File: config.mk
export PLATFORM = sky130hd
export DESIGN_NAME = bpbtb_ram
export DESIGN_NICKNAME = d
export VERILOG_FILES = /design/src/design/bpbtb_ram.sv
export SDC_FILE = /design/constraint.sdc
export NUM_CORES = 1
export LEC_CHECK = 0
export BUFFER_PORTS_ARGS = -buffer_cell sky130_fd_sc_hd__buf_2
export CAP_MARGIN = 20
export CORE_MARGIN = 2
export CORE_UTILIZATION = 45
export DETAILED_ROUTE_END_ITERATION = 10
export GPL_ROUTABILITY_DRIVEN = 0
export GPL_TIMING_DRIVEN = 0
export PLACE_DENSITY = 0.64
export SLEW_MARGIN = 20
export SYNTH_ARGS = -nofsm -noshare
export SYNTH_HDL_FRONTEND = slang
export SYNTH_SLANG_ARGS = --single-unit
File: constraint.sdc
create_clock -name i_clk -period 5 [get_ports i_clk]
set_clock_uncertainty 0.2 [all_clocks]
set_input_delay 1 -clock i_clk [delete_from_list [all_inputs] [get_ports i_clk]]
set_output_delay 1 -clock i_clk [all_outputs]
set_load 0.005 [all_outputs]
File: src/design/bpbtb_ram.sv
module bpbtb_ram #(
    parameter int WIDTH = 8,
    parameter int DEPTH = 32
) (
    input  logic                                     i_clk,
    input  logic                                     i_we,
    input  logic [((DEPTH > 1) ? $clog2(DEPTH) : 1)-1:0] i_waddr,
    input  logic [WIDTH-1:0]                         i_wdata,
    input  logic                                     i_re,
    input  logic [((DEPTH > 1) ? $clog2(DEPTH) : 1)-1:0] i_raddr,
    output logic [WIDTH-1:0]                         o_rdata
);

    logic [WIDTH-1:0] r_mem [DEPTH];
    logic [WIDTH-1:0] r_rdata;

    // Write port
    always_ff @(posedge i_clk) begin
        if (i_we) begin
            r_mem[i_waddr] <= i_wdata;
        end
    end

    // Registered read port, old data on a same-edge write
    always_ff @(posedge i_clk) begin
        if (i_re) begin
            r_rdata <= r_mem[i_raddr];
        end
    end

    assign o_rdata = r_rdata;

endmodule

==> results of run 1 <==
-- cell type report --
class	instances	area, µm²	share of cell area [%]
Clock buffer	31	691	6.05
Timing Repair Buffer	23	115	1.01
Sequential cell	264	7930	69.5
Tap cell	280	350	3.07
Multi-Input combinational cell	133	2100	18.4
Clock inverter	15	119	1.04
Buffer	20	106	0.932
-- layout by cell type (no fill, tap or decap), types with 6 or more instances in the layout --
cell and n:
mux4_2 80, edfxtp_1 264, clkinv_2 8, buf_1 6
clkbuf_1 10, buf_4 6, nor2_1 33, buf_2 24
mux2_2 8, clkbuf_16 27
-- layer usage --
layer | share of wire [%] | GRT usage (%) | up-vias
met4 | 1.4 | 4.01 | 0
met5 | 0 | 0 | -
met1 | 45 | 24.8 | 2382
met2 | 48 | 26.2 | 156
li1 | - | - | 1886
met3 | 5.9 | 2.96 | 20
-- metrics by stage --
stage / area, µm² / power, W / setup WS, ns
after detailed placement: 10600 / 0.00276 / 1.10
after CTS: 11400 / 0.00459 / 1.65
after global routing: 11400 / 0.00469 / 1.58
final: 11400 / 0.00456 / 1.65
after global placement: 10600 / 0.00275 / 1.14
after floorplan: 10100 / 0.00265 / 1.86
-- worst paths after layout --
check                                   from         end  cells after the start
worst max-delay path              i_raddr[2]  o_rdata[0]                      5
worst min-delay path                    i_re  o_rdata[0]                      1
worst max register to register  r_mem[29][0]  o_rdata[0]                      3
worst min register to register  r_mem[15][6]  o_rdata[6]                      3
-- cells by family (layout without fill, tap and decap cells) --
group	after synthesis	in the layout	share of synthesized area [%]
flops	264	264	78.2
simple gates	45	45	2.05
mux	88	88	18.7
buf+inv	20	89	1.05
-- state kept, by name, indices dropped and copies added (netlist names) --
signal   flops
o_rdata      8
r_mem      256
-- where the power goes --
group / total (W) / internal (W) / switching (W)
Combinational: 0.000229 / 0.0000985 / 0.000130
Clock: 0.00185 / 0.00108 / 0.000772
Sequential: 0.00248 / 0.00247 / 0.00000662
Total: 0.00456 / 0.00365 / 0.000909
==> metrics.md, run 1 <==
| Metric | Value |
|---|---|
| Status | `complete, no violations` |
| Routed len/inst | `approximately 25 µm` |
| Core area | `about 22000 µm²` |
| Rows | `54` |
| Worst-Skew Late Latency | `roughly 0.52 ns` |
| Seq/Total Area, Yosys | `between 70 and 80%` |
| CP endpoint kind | `register` |
| Initial antenna violation count | `0` |
| Vias | `4444` |
| Synth top cells by count | `edfxtp_1 (264), mux4_2 (80), nor2_1 (33), mux2_2 (8)` |
| Worst Path Buf+Inv | `2` |
| Post-cts resize count | `0` |
| Setup violators final | `0` |
| Slew Limit Fails | `0` |
| # DRC | `0` |
| Total grt overflow | `0` |
| Critical Path RT | `between 5 and 6 ns` |
| Synth cell types | `14` |
| Starting density of the core | `46.1%` |
| Share of layout cells above drive strength 1 | `32.7%` |
| Final #Nets | `489` |
| Area share of the leading cell type in the synthesized netlist | `between 70% and 80%` |
| Detailed placer's ending HPWL | `between 10000 and 15000 µm` |
| Largest net degree at the start of global routing | `33` |
| Prevailing post-synth register cell | `edfxtp_1` |
| DR iter-0 viols | `514` |
| Full die area | `23700 µm²` |
| Buffers on Ports | `23` |
| Highest cell delay on the worst timing path | `approximately 0.69 ns` |
| Critical Path AT | `3.42 ns` |
| Crit-path cells | `clkbuf_1 > clkbuf_1 > mux4_2 > mux4_2 > mux2_2` |
| Setup tns final | `0 ns` |
| Mapped Cells | `417` |
| Post-CTS setup buffer count | `0` |
| First-pass GRT wire length | `29000 µm` |
| CP Class | `in -> reg` |
| CTS root buf | `clkbuf_16` |
| H-Tree Depth | `1` |
| Unrepaired setup endpoints after global routing | `false` |
| Actual slew at the worst max-slew pin | `0.866 ns` |
| Top delay family on crit path | `multiplexers` |
| Number of max-cap violations | `0` |
| Syn Nets | `438` |
| Startpoint types | `primary input` |
| Max-slew headroom | `a little over two fifths` |
| Min Tclk post-route | `3.35 ns` |
| Slowest stage cell on the critical path | `clkbuf_1` |
| Non-Filler Instances | `766` |
| CTS clock-pin slew for the worst setup and hold paths | `about 0.060 ns` |
| Power Dens Cells | `approximately 400 nW/µm²` |
| LEAKAGE | `3.53 nW` |
| Fin util | `between 50% and 60%` |
| Clock buffer count from CTS | `26` |
| Final ANT Viol Nets | `0` |
| Most common cell in the netlist | `edfxtp_1` |
| Final period util | `67.0%` |
| Routed wire length | `19300 µm` |
| Syn_area_per_cell | `24.3 µm²` |
| Vias in the first global route | `4555` |
| Mapped Area | `between 10000 and 15000 µm²` |
| Async S/R FF share, synth | `0%` |
| Synth area leader | `edfxtp_1` |
| Internal reg-to-reg setup slack | `approximately 2.8 ns` |
| Die width | `154 µm` |
| Final-report hold violation count | `0` |
| #FFs+latches synth | `about 260` |
| Filler Cells Inserted | `1646` |
| Cells taking the most area after synthesis | `edfxtp_1 (78%), mux4_2 (18%), nor2_1 (1.2%)` |
| F_max | `299 MHz` |
| Synthesis-to-finish area growth | `12.6%` |
| Avg Vias per Cell | `5.80` |
| Crit path max fanout | `10` |
| Hold_ws | `0.608 ns` |
| HP Class | `in -> reg` |
| TritonRoute pass-1 iters | `4` |
| EDFF count, synth | `264` |
| # clock sinks | `264` |
| Synth Warn # | `0` |
| CTS tree | `built` |
| GRT Total Usage | `16.7%` |
| I/O Pins | `29` |
| Die H | `154 µm` |
| Max Buffers Root-to-Sink | `3` |
| ANT cells | `0` |
| Placed Cells | `720` |
| Maximum vdd ir drop | `237 µV` |
| CTS Hold Bufs | `0` |
(Power assumes the default switching activity.)
==> run 2: changes to the inputs <==
--- a/config.mk
+++ b/config.mk
@@ -12,7 +12,7 @@
 export DETAILED_ROUTE_END_ITERATION = 10
 export GPL_ROUTABILITY_DRIVEN = 0
 export GPL_TIMING_DRIVEN = 0
-export PLACE_DENSITY = 0.64
+export PLACE_DENSITY = 0.66
 export SLEW_MARGIN = 20
 export SYNTH_ARGS = -nofsm -noshare
 export SYNTH_HDL_FRONTEND = slang
==> constraint.sdc (replaced) <==
create_clock -name i_clk -period 3.02 [get_ports i_clk]
set_clock_uncertainty 0.2 [all_clocks]
set_input_delay 0.604 -clock i_clk [delete_from_list [all_inputs] [get_ports i_clk]]
set_output_delay 0.604 -clock i_clk [all_outputs]
set_load 0.005 [all_outputs]
==> metrics.md, run 2 (synthesized netlist as in run 1, its figures left out) <==
| Metric | Value |
|---|---|
| CTS tree | `built` |
| Routed wire length | `19900 µm (+2.9%)` |
| Buffers on Ports | `23 (unchanged)` |
| Commonest non-fill, non-tap cells in the layout | `edfxtp_1 (264), mux4_2 (80), nor2_1 (33), clkbuf_16 (27), buf_2 (24)` |
| WHS Endpoint | `o_rdata[3]` |
| Commonest non-fill, non-tap cell in the layout | `edfxtp_1` |
| Largest net degree at the start of global routing | `33 (unchanged)` |
| Vias | `4450 (+0.14%)` |
| Full die area | `23700 µm² (unchanged)` |
| Detailed placer's ending HPWL | `13000 µm (+1.7%)` |
| Met2 WL post-DR | `9440 µm (+1.9%)` |
| Setup tns final | `0 ns (unchanged)` |
| Pre-CTS WS | `-0.521 ns (-1.62 ns)` |
| Register area | `7930 µm² (unchanged)` |
| Vias in the first global route | `4583 (+0.61%)` |
| DP Area | `10600 µm² (unchanged)` |
| Post-CTS setup buffer count | `0 (unchanged)` |
| Internal reg-to-reg setup slack | `0.84 ns (-1.98 ns)` |
| WHS Path Cells | `1 (unchanged)` |
| CTS clock-pin slew for the worst setup and hold paths | `0.06 ns (about the same)` |
| Unrepaired setup endpoints after global routing | `false` |
| Avg Vias per Cell | `5.80 (about the same)` |
| Max Used Layer | `met4` |
| Hold_ws | `0.218 ns (-0.390 ns)` |
| Filler Cells Inserted | `1651 (+0.30%)` |
| Max-slew headroom | `40.9% (-1.1 points)` |
| Max reg flops | `256 (unchanged)` |
| CP endpoint kind | `register` |
| # clock sinks | `264 (unchanged)` |
| Setup violators final | `0 (unchanged)` |
| DR iter-0 viols | `457 (-11%)` |
| Reg2reg path depth | `3 (unchanged)` |
| Maximum vdd ir drop | `378 µV (+60%)` |
| Final-report hold violation count | `0 (unchanged)` |
| CTS root buf | `clkbuf_16` |
| Critical Path AT | `2.99 ns (-0.43 ns)` |
| Rows | `54 (unchanged)` |
| Status | `complete, no violations` |
| F_max | `342 MHz` |
| Final setup margin | `0.0962 ns (-1.56 ns)` |
| Actual slew at the worst max-slew pin | `0.883 ns (+0.0171 ns)` |
| Slew Limit Fails | `0 (unchanged)` |
| Worst-Skew Late Latency | `0.53 ns (about the same)` |
| Power Dens Cells | `663 nW/µm² (+66%)` |
| Clock buffer count from CTS | `26 (unchanged)` |
| Min-Delay Startpoint | `i_re` |
| Final #Nets | `489 (unchanged)` |
| ANT cells | `0 (unchanged)` |
| Finished Cell Area | `11400 µm² (about the same)` |
| LEAKAGE | `3.52 nW (-0.15%)` |
| CTS Hold Bufs | `0 (unchanged)` |
| Core area | `22000 µm² (unchanged)` |
| CP Class | `in -> reg` |
| Share of layout cells above drive strength 1 | `32.4% (-0.27 points)` |
| Starting density of the core | `46.1% (unchanged)` |
| I/O Pins | `29 (unchanged)` |
| Final period util | `96.8%` |
| Total grt overflow | `0 (unchanged)` |
| Initial antenna violation count | `0 (unchanged)` |
| Multi-input logic area | `2100 µm² (unchanged)` |
| # DRC | `0 (unchanged)` |
| First-pass GRT wire length | `29800 µm (+3.0%)` |
| Worst r2r src | `r_mem[21][4]` |
| Number of max-cap violations | `0 (unchanged)` |
| Critical Path RT | `3.09 ns (-1.98 ns)` |
| FF-to-FF End | `o_rdata[4]` |
| Reg with most FFs | `r_mem` |
| Die width | `154 µm (unchanged)` |
| GRT Total Usage | `17.1% (+0.46 points)` |
| H-Tree Depth | `1 (unchanged)` |
| HP Class | `in -> reg` |
| TritonRoute pass-1 iters | `7 (+3)` |
| Die H | `154 µm (unchanged)` |
| Max Buffers Root-to-Sink | `3 (unchanged)` |
| Startpoint types | `primary input` |
| Crit path max fanout | `10 (unchanged)` |
| Min Tclk post-route | `between 2 and 3 ns` |
| Met3 wire length | `1570 µm (+38%)` |
| M1 wire length | `8570 µm (-1.2%)` |
| Synthesis-to-finish area growth | `12.7% (about the same)` |
| Routed len/inst | `25.9 µm (+2.7%)` |
| Final ANT Viol Nets | `0 (unchanged)` |
==> run 2: worst max-delay path by stage <==
| stage | start | endpoint | slack (ns) | cells past startpoint |
|---|---|---|---|---|
| 2_1_floorplan | i_raddr[2] | o_rdata[0] | 0.27 | 5 |
| 3_3_place_gp | i_raddr[2] | o_rdata[0] | -0.51 | 5 |
| 3_5_place_dp | i_raddr[2] | o_rdata[0] | -0.52 | 5 |
| 4_1_cts | i_raddr[2] | o_rdata[0] | 0.002 | 5 |
| 5_1_grt | i_raddr[2] | o_rdata[4] | 0.03 | 5 |
| 6_report | i_raddr[2] | o_rdata[4] | 0.1 | 5 |
==> run 2: timing repair <==
item                       CTS  global route
setup endpoints to repair    0             4
gates resized for setup      0             2
hold endpoints to repair     0             0
==> run 2: critical path, cell delays in order <==
cell      delay, ns
clkbuf_1       0.47
buf_1          0.63
mux4_2         0.43
mux4_2         0.53
mux2_2         0.31
==> run 2: stage by stage <==
step | utilization [%] | total power [W] | std cells
5_1_grt | 52.0 | 0.00780 | 767
6_report | 52.0 | 0.00757 | 767
4_1_cts | 52.0 | 0.00763 | 767
3_3_place_gp | 48.3 | 0.00455 | 720
2_1_floorplan | - | 0.00439 | 417
3_5_place_dp | 48.3 | 0.00456 | 720
==> run 2: where the power goes <==
part	switching (W)	leakage, nW	internal [W]	total [W]
clock	0.00128	0.397	0.00180	0.00309
combinational	0.000216	0.740	0.000163	0.000379
sequential	0.0000113	2.38	0.00409	0.00410
total	0.00151	3.52	0.00606	0.00757
==> run 2: final cells by class <==
cell class / count / area share, %
sequential: 264 / 69.4
multi-input combinational: 133 / 18.4
clock buffer: 35 / 6.18
tap: 280 / 3.07
timing repair buffer: 23 / 1.01
clock inverter: 12 / 0.975
buffer: 20 / 0.942
==> run 2: metal layers <==
metal,vias to the layer above,GRT usage [%]
met5,-,0
met4,0,4.09
met3,30,3.07
met2,165,26.6
met1,2367,25.8
li1,1888,-
==> run 3: changes to the inputs <==
--- a/config.mk
+++ b/config.mk
@@ -13,6 +13,7 @@
 export GPL_ROUTABILITY_DRIVEN = 0
 export GPL_TIMING_DRIVEN = 0
 export PLACE_DENSITY = 0.66
+export SETUP_SLACK_MARGIN = 0.1
 export SLEW_MARGIN = 20
 export SYNTH_ARGS = -nofsm -noshare
 export SYNTH_HDL_FRONTEND = slang
==> metrics.md, run 3 (synthesized netlist as in run 1, its figures left out) <==
| Metric | Value |
|---|---|
| Reg2reg path depth | `3 (unchanged)` |
| Number of max-cap violations | `0 (unchanged)` |
| Max-slew headroom | `36.4% (-4.5 points)` |
| Max Buffers Root-to-Sink | `3 (unchanged)` |
| Die width | `154 µm (unchanged)` |
| Final-report hold violation count | `0 (unchanged)` |
| Commonest non-fill, non-tap cell in the layout | `edfxtp_1` |
| Avg Vias per Cell | `5.87 (+1.1%)` |
| CP Capture Point | `o_rdata[4]` |
| LEAKAGE | `3.52 nW (about the same)` |
| Die H | `154 µm (unchanged)` |
| Min Tclk post-route | `2.91 ns (-0.0169 ns)` |
| Final period util | `96.3% (-0.56 points)` |
| Reg with most FFs | `r_mem` |
| Setup tns final | `0 ns (unchanged)` |
| Clock buffer count from CTS | `26 (unchanged)` |
| Non-Filler Instances | `767 (unchanged)` |
| CTS Hold Bufs | `0 (unchanged)` |
| Core area | `22000 µm² (unchanged)` |
| CTS clock-pin slew for the worst setup and hold paths | `0.06 ns (about the same)` |
| TritonRoute pass-1 iters | `7 (unchanged)` |
| Power Dens Cells | `662 nW/µm² (-0.11%)` |
| Tot Pwr | `0.00757 W (about the same)` |
| F_max | `344 MHz (+0.58%)` |
| Setup violators final | `0 (unchanged)` |
| CP startpoint | `i_raddr[2]` |
| Crit path max fanout | `10 (unchanged)` |
| Internal reg-to-reg setup slack | `0.83 ns (about the same)` |
| H-Tree Depth | `1 (unchanged)` |
| CTS tree | `built` |
| FF-to-FF End | `o_rdata[4]` |
| Final ANT Viol Nets | `0 (unchanged)` |
| Routed len/inst | `25.9 µm (-0.19%)` |
| Pre-CTS WS | `-0.521 ns (unchanged)` |
| Maximum vdd ir drop | `377 µV (-0.45%)` |
| Buffers on Ports | `23 (unchanged)` |
| Vias | `4500 (+1.1%)` |
| First-pass GRT wire length | `29800 µm (about the same)` |
| I/O Pins | `29 (unchanged)` |
| Actual slew at the worst max-slew pin | `0.951 ns (+0.0674 ns)` |
| Routed wire length | `19900 µm (-0.19%)` |
| ANT cells | `0 (unchanged)` |
| Critical Path RT | `3.08 ns (about the same)` |
| # DRC | `0 (unchanged)` |
| GRT Total Usage | `17.1% (unchanged)` |
| Slew Limit Fails | `0 (unchanged)` |
| Worst r2r src | `r_mem[21][4]` |
| Initial antenna violation count | `0 (unchanged)` |
| Filler Cells Inserted | `1649 (-0.12%)` |
| Vias in the first global route | `4583 (unchanged)` |
| Startpoint types | `primary input` |
| CP endpoint kind | `register` |
| # clock sinks | `264 (unchanged)` |
| DR iter-0 viols | `443 (-3.1%)` |
| Rows | `54 (unchanged)` |
| Unrepaired setup endpoints after global routing | `true` |
| Placed Cells | `720 (unchanged)` |
| Commonest non-fill, non-tap cells in the layout | `edfxtp_1 (264), mux4_2 (80), nor2_1 (33), clkbuf_16 (27), buf_2 (25)` |
| HP Class | `in -> reg` |
| Starting density of the core | `46.1% (unchanged)` |
| Status | `complete, no violations` |
| Synthesis-to-finish area growth | `12.7% (about the same)` |
| Post-CTS setup buffer count | `0 (unchanged)` |
| CP Class | `in -> reg` |
| Max reg flops | `256 (unchanged)` |
| Worst-Skew Late Latency | `0.52 ns (about the same)` |
| Detailed placer's ending HPWL | `13000 µm (unchanged)` |
| CTS root buf | `clkbuf_16` |
| Largest net degree at the start of global routing | `33 (unchanged)` |
| Final setup margin | `0.113 ns (+0.0169 ns)` |
| Full die area | `23700 µm² (unchanged)` |
| Total grt overflow | `0 (unchanged)` |
| Critical Path AT | `2.97 ns (-0.02 ns)` |
| Share of layout cells above drive strength 1 | `32.6% (+0.21 points)` |
| Min-Delay Startpoint | `i_re` |
| Final #Nets | `489 (unchanged)` |
==> run 3: stage by stage <==
step	instance area, µm²	utilization [%]	hold WS (ns)
6_report	11400	52.0	0.221
4_1_cts	11400	52.0	0.208
2_1_floorplan	10100	-	0.503
5_1_grt	11400	52.0	0.213
3_5_place_dp	10600	48.3	0.757
3_3_place_gp	10600	48.3	0.731
==> run 3: worst min path at each step <==
stage / end / cells past startpoint
floorplan: r_mem[0][0] / 0
global placement: o_rdata[0] / 1
detailed placement: o_rdata[1] / 1
CTS: o_rdata[3] / 1
global route: o_rdata[6] / 1
finish: o_rdata[3] / 1
==> run 3: metal layers <==
layer  wire, µm  global-route usage (%)  part of all wire (%)
met1       8580                    25.8                    43
met2       9470                    26.6                    48
met3       1530                    3.07                   7.7
met4        286                    4.09                   1.4
met5          0                       0                     0
==> run 3: what timing repair did <==
action	4_1_cts	5_1_grt
gates resized for setup	3	1
hold endpoints to repair	0	0
endpoints found under the setup margin	7	2
==> run 3: layout make-up <==
cell class                      count  area, µm²  area share, %
Tap cell                          280        350           3.07
Clock inverter                     12        111          0.975
Multi-Input combinational cell    133       2100           18.4
Buffer                             20        115           1.01
Sequential cell                   264       7930           69.4
Clock buffer                       35        706           6.18
Timing Repair Buffer               23        115           1.01
==> run 3: worst max-delay path, cell delays in order <==
cell,delay (ns)
clkbuf_1,0.48
buf_1,0.57
mux4_2,0.46
mux4_2,0.53
mux2_2,0.31
==> run 3: power by group <==
| group | total (W) | switching [W] | internal (W) |
|---|---|---|---|
| Sequential | 0.00410 | 0.0000113 | 0.00409 |
| Combinational | 0.000379 | 0.000216 | 0.000164 |
| Clock | 0.00309 | 0.00128 | 0.00181 |
| Total | 0.00757 | 0.00151 | 0.00606 |
